--- config.mk ---
export PLATFORM = sky130hd
export DESIGN_NAME = mads_ctrl
export DESIGN_NICKNAME = d
export VERILOG_FILES = /design/src/rtl/mads_pkg.sv /design/src/rtl/mads_ctrl.sv
export SDC_FILE = /design/constraint.sdc
export NUM_CORES = 1
export LEC_CHECK = 0
export ABC_AREA = 1
export BUFFER_PORTS_ARGS = -buffer_cell sky130_fd_sc_hd__buf_2
export CORE_UTILIZATION = 40
export CTS_CLUSTER_DIAMETER = 40
export DETAILED_ROUTE_END_ITERATION = 6
export GPL_ROUTABILITY_DRIVEN = 1
export PLACE_DENSITY = 0.67
export SYNTH_ARGS = -nofsm -noshare
export SYNTH_HDL_FRONTEND = slang
export SYNTH_SLANG_ARGS = --single-unit
--- constraint.sdc ---
create_clock -name i_clk -period 4.2 [get_ports i_clk]
set_clock_uncertainty 0.1 [all_clocks]
set_input_delay 0.42 -clock i_clk [delete_from_list [all_inputs] [get_ports i_clk]]
set_output_delay 0.42 -clock i_clk [all_outputs]
set_load 0.1 [all_outputs]
--- src/rtl/mads_pkg.sv ---
`timescale 1ns / 1ps
`default_nettype none
// ----------------------------------------------------------------------------
// mads_pkg
// Shared types and constants for the address dedup set.
// ----------------------------------------------------------------------------
package mads_pkg;

    localparam int CAPACITY = 256;
    localparam int ADDR_W   = 48;
    localparam int IDX_W    = (CAPACITY > 1) ? $clog2(CAPACITY) : 1;
    localparam int CNT_W    = $clog2(CAPACITY + 1);

    typedef logic [ADDR_W-1:0] t_addr;
    typedef logic [IDX_W-1:0]  t_idx;
    typedef logic [CNT_W-1:0]  t_cnt;

    typedef enum logic {
        FUNC_CHECK = 1'b0,
        FUNC_CLEAR = 1'b1
    } t_func;

    typedef enum logic [1:0] {
        S_IDLE,
        S_SCAN,
        S_DONE
    } t_state;

    typedef struct packed {
        logic  we;
        t_idx  waddr;
        t_addr wdata;
        t_idx  raddr;
    } t_ram_req;

    typedef struct packed {
        logic valid;
        logic is_new;
        logic was_stored;
    } t_result;

endpackage

`default_nettype wire

--- src/rtl/mads_ctrl.sv ---
`timescale 1ns / 1ps
`default_nettype none
// ----------------------------------------------------------------------------
// mads_ctrl
// Scan sequencer: walks the filled entries one per cycle, appends on miss unless full.
// ----------------------------------------------------------------------------
module mads_ctrl (
    input  wire                      i_clk,
    input  wire                      i_rst_n,
    input  wire                      i_in_valid,
    output logic                     o_in_stall,
    input  wire                      i_func,
    input  wire mads_pkg::t_addr     i_bssid,
    input  wire                      i_out_free,
    output mads_pkg::t_result        o_result,
    output mads_pkg::t_ram_req       o_ram_req,
    input  wire mads_pkg::t_addr     i_rdata
);
    import mads_pkg::*;

    t_state r_state, n_state;
    t_cnt   r_fill,  n_fill;
    t_cnt   r_idx,   n_idx;
    t_addr  r_key,   n_key;
    logic   r_is_new, n_is_new;
    logic   r_was_stored, n_was_stored;

    logic acc, is_clear, empty, hit, last, full;

    always_comb begin
        acc      = i_in_valid && (r_state == S_IDLE);
        is_clear = (t_func'(i_func) == FUNC_CLEAR);
        empty    = (r_fill == '0);
        hit      = (i_rdata == r_key);
        last     = (r_idx == r_fill);
        full     = (r_fill == CNT_W'(CAPACITY));
    end

    // next state
    always_comb begin
        n_state = r_state;
        unique case (r_state)
            S_IDLE: begin
                if (acc) begin
                    n_state = (is_clear || empty) ? S_DONE : S_SCAN;
                end
            end
            S_SCAN: begin
                if (hit || last) begin
                    n_state = S_DONE;
                end
            end
            S_DONE: begin
                if (i_out_free) begin
                    n_state = S_IDLE;
                end
            end
            default: n_state = S_IDLE;
        endcase
    end

    // datapath next values
    always_comb begin
        n_fill       = r_fill;
        n_idx        = r_idx;
        n_key        = r_key;
        n_is_new     = r_is_new;
        n_was_stored = r_was_stored;
        case (r_state)
            S_IDLE: begin
                if (acc) begin
                    if (is_clear) begin
                        n_fill       = '0;
                        n_is_new     = 1'b0;
                        n_was_stored = 1'b0;
                    end else if (empty) begin
                        n_fill       = r_fill + 1'b1;
                        n_is_new     = 1'b1;
                        n_was_stored = 1'b1;
                    end else begin
                        n_key = i_bssid;
                        n_idx = CNT_W'(1);
                    end
                end
            end
            S_SCAN: begin
                if (hit) begin
                    n_is_new     = 1'b0;
                    n_was_stored = 1'b0;
                end else if (last) begin
                    n_is_new     = 1'b1;
                    n_was_stored = !full;
                    if (!full) begin
                        n_fill = r_fill + 1'b1;
                    end
                end else begin
                    n_idx = r_idx + 1'b1;
                end
            end
            default: ;
        endcase
    end

    // outputs
    always_comb begin
        o_in_stall          = (r_state != S_IDLE);
        o_ram_req.we        = (acc && !is_clear && empty)
                           || ((r_state == S_SCAN) && !hit && last && !full);
        o_ram_req.waddr     = r_fill[IDX_W-1:0];
        o_ram_req.wdata     = (r_state == S_IDLE) ? i_bssid : r_key;
        // prefetch entry zero while idle so the scan starts on accept
        o_ram_req.raddr     = (r_state == S_IDLE) ? '0 : r_idx[IDX_W-1:0];
        o_result.valid      = (r_state == S_DONE) && i_out_free;
        o_result.is_new     = r_is_new;
        o_result.was_stored = r_was_stored;
    end

    always_ff @(posedge i_clk) begin
        if (!i_rst_n) begin
            r_state <= S_IDLE;
            r_fill  <= '0;
        end else begin
            r_state <= n_state;
            r_fill  <= n_fill;
        end
    end

    always_ff @(posedge i_clk) begin
        r_idx        <= n_idx;
        r_key        <= n_key;
        r_is_new     <= n_is_new;
        r_was_stored <= n_was_stored;
    end

`ifndef ASSERT_OFF
    a_fill_bound: assert property (@(posedge i_clk) disable iff (!i_rst_n)
        r_fill <= CNT_W'(CAPACITY))
        else $error("fill count above capacity");

    a_scan_bound: assert property (@(posedge i_clk) disable iff (!i_rst_n)
        (r_state == S_SCAN) |-> (r_idx != '0) && (r_idx <= r_fill))
        else $error("scan index outside filled range");

    a_write_grows: assert property (@(posedge i_clk) disable iff (!i_rst_n)
        o_ram_req.we |=> (r_fill == $past(r_fill) + 1'b1))
        else $error("store write without fill count advance");

    a_stored_is_new: assert property (@(posedge i_clk) disable iff (!i_rst_n)
        o_result.valid && o_result.was_stored |-> o_result.is_new)
        else $error("stored address reported as seen");
`endif

endmodule

`default_nettype wire

==> impl_metrics.py <==
metrics = {
    "outcome": {
        "status": "completed",
    },
    "logic_synthesis": {
        "synth-async-reset-ratio_pct": 0,
        "synthTopCellsByCount": "nand2_1, inv_1, nor2_1",
        "yosysMostFrequentCell": "nand2_1",
        "synth_top_area_cell": "edfxtp_1",
        "synth_area_per_cell_um2": 6.951,
        "synth_fp_nets": 765,
        "synth_ff_type": "edfxtp_1",
        "ys_warn_count": 0,
        "synth-edff-count": 59,
        "synthesis.area_um2": 4594,
        "yosys.area.top_type_share_pct": 38.56,
        "ys_seq_area_share_pct": 43.36,
        "synth.distinct_cells": 34,
        "ys_seq_elements": 70,
        "synthTopCellsByArea": "edfxtp_1, nand2_1, inv_1",
        "synthesis.instances": 661,
    },
    "timing": {
        "slew_violations": 0,
        "finalHoldViolations": 0,
        "fmax_ghz": 0.3263,
        "rsz0062_at_grt": "false",
        "setup_viol": 0,
        "post-route-min-period_ps": 3065,
        "tightest_slew_ps": 862.0,
        "relSlewSlack_pct": 42.15,
        "period_share_pct": 72.97,
        "worst_slack_ps": 1135,
        "fin_setup_tns_ps": 0,
    },
    "worst_setup_path": {
        "cp_cell_sequence": "nor2_4, buf_4, buf_4, nand2_1, o21ai_0, buf_2",
        "r2r_start": "r_fill[0]",
        "cpMostUsedCell": "buf_4",
        "arrival_ps": 2540,
        "crit_buf_inv": 3,
        "required_ps": 3680,
        "end_kind": "output pin",
        "max_stage_delay_ps": 460,
        "path_class": "reg -> out",
        "slowest_stage": "buf_4",
        "worst_setup_path_start_kind": "register",
        "cp-startpoint": "r_state[1]",
        "path_max_fanout": 47,
        "critPathTopFamily": "buffers and inverters",
        "r2r_slack_ps": 1660,
    },
    "drt": {
        "route.detailed.drc": 0,
        "drtAntennaViolNets": 0,
        "drtIter0Drc": 248,
        "totalWireLength_um": 12280,
        "firstDrtPassIters": 4,
        "viasPerCell": 4.697,
        "vias": 4542,
        "routedWlPerCell_um": 12.70,
    },
    "global_route": {
        "track_usage_pct": 21.11,
        "gr-total-overflow": 0,
        "grt_pass1_vias": 4082,
        "grt_max_degree": 48,
        "antenna_found_initial": 0,
        "grt_pass1_wl_um": 19110,
    },
    "final_layout": {
        "drive_gt1_share_pct": 24.43,
        "nets": 926,
        "num-fill-cells": 1040,
        "syn_to_final_growth_pct": 25.87,
        "diodes": 0,
        "fin_util_pct": 52.43,
    },
    "die": {
        "die_width_um": 109.2,
        "die_area_um2": 11920,
        "rows": 38,
        "io_pins": 170,
        "coreArea_um2": 11030,
        "start_util_pct": 41.65,
        "die-height_um": 109.2,
    },
    "clock_network": {
        "cts_root_buf": "clkbuf_16",
        "cts_made_buffers": 9,
        "cts_tree": "done",
        "cts_buffer_depth": 2,
        "clk_pin_slew_ps": 50,
        "clock-sinks": 70,
        "holdBufCountCts": 0,
        "cts_resized": 0,
        "post_cts_buffers": 0,
        "clock_latency_ps": 340,
        "h-tree-depth": 3,
    },
    "placed_design": {
        "place_congestion": 0.8671,
        "port_buffers": 169,
        "dp_slack_ps": 1501,
        "dpl.hpwl_um": 9568,
    },
    "job": {
        "cap_violations": 0,
    },
    "worst_hold_path": {
        "hold_path.class": "in -> reg",
        "min-delay-start": "i_bssid[8]",
    },
}
==> logic make-up (layout without fill, tap and decap cells) <==
group	after synthesis	in the layout	synth area share, %
buffers and inverters	133	299	11.76
AND/OR/NAND/NOR	379	379	33.77
XOR/XNOR	23	23	4.385
flip-flops	70	70	43.36
adder cells (fa/ha/maj)	3	3	0.8171
AO/OA/AOI/OAI	53	53	5.909
==> worst paths after layout <==
kind / endpoint / cells after the start
worst min register to register: r_fill[1] / 2
worst min-delay path: r_key[8] / 1
worst max-delay path: o_ram_req[15] / 6
worst max register to register: r_key[31] / 6
==> layout make-up <==
class / instances / area [µm²] / share of cell area [%]
tap: 140 / 175.2 / 3.029
inverter: 110 / 414.1 / 7.161
clock buffer: 13 / 240.2 / 4.154
clock inverter: 3 / 11.26 / 0.1947
sequential: 70 / 1992 / 34.44
multi-input combinational: 458 / 2074 / 35.87
timing repair buffer: 173 / 875.8 / 15.14
==> layer usage <==
layer	vias to the layer above	global-route usage, %	wire, µm
met5	-	0	0
met4	0	8.952	265
met3	19	4.124	711
met2	140	35.27	5697
met1	2027	26.53	5608
li1	2356	-	-
==> flip-flops by register name (all words and copies together), names as in the netlist <==
name,cells
r_fill,9
r_idx,9
r_is_new,1
r_key,48
r_state,2
r_was_stored,1
==> worst reg2reg max path, delay by kind of cell (launching register included) <==
kind | cells | cell delay (ps)
adder cells (fa/ha/maj) | 1 | 240
AND/OR/NAND/NOR | 3 | 850
flip-flops | 1 | 480
buffers and inverters | 2 | 530
==> cells in the final DEF, fill, tap and decap left out, types with 2 or more instances in the layout <==
cell type	count
clkbuf_1	4
buf_4	4
dfxtp_1	11
nand2_2	3
inv_1	102
xnor2_1	21
o21ai_0	40
buf_2	169
ha_1	3
xor2_1	2
nand2_1	253
edfxtp_1	59
a21oi_1	9
nor3_1	7
nor2_1	77
clkbuf_16	9
inv_2	7
nor2_4	2
a31oi_1	2
nand3_1	22
nand4_1	4
clkinv_1	3
==> stage by stage <==
stage / instance area, µm² / instances / hold slack, ps
after global routing: 5783 / 967 / 168.6
after detailed placement: 5532 / 951 / 450.7
after floorplan: 4594 / 661 / 399.0
after global placement: 5532 / 951 / 450.1
after CTS: 5783 / 967 / 165.4
final: 5783 / 967 / 173.4
Power is not shown: default switching activity piles up to over one toggle a cycle in this logic, so the estimate is an artifact.
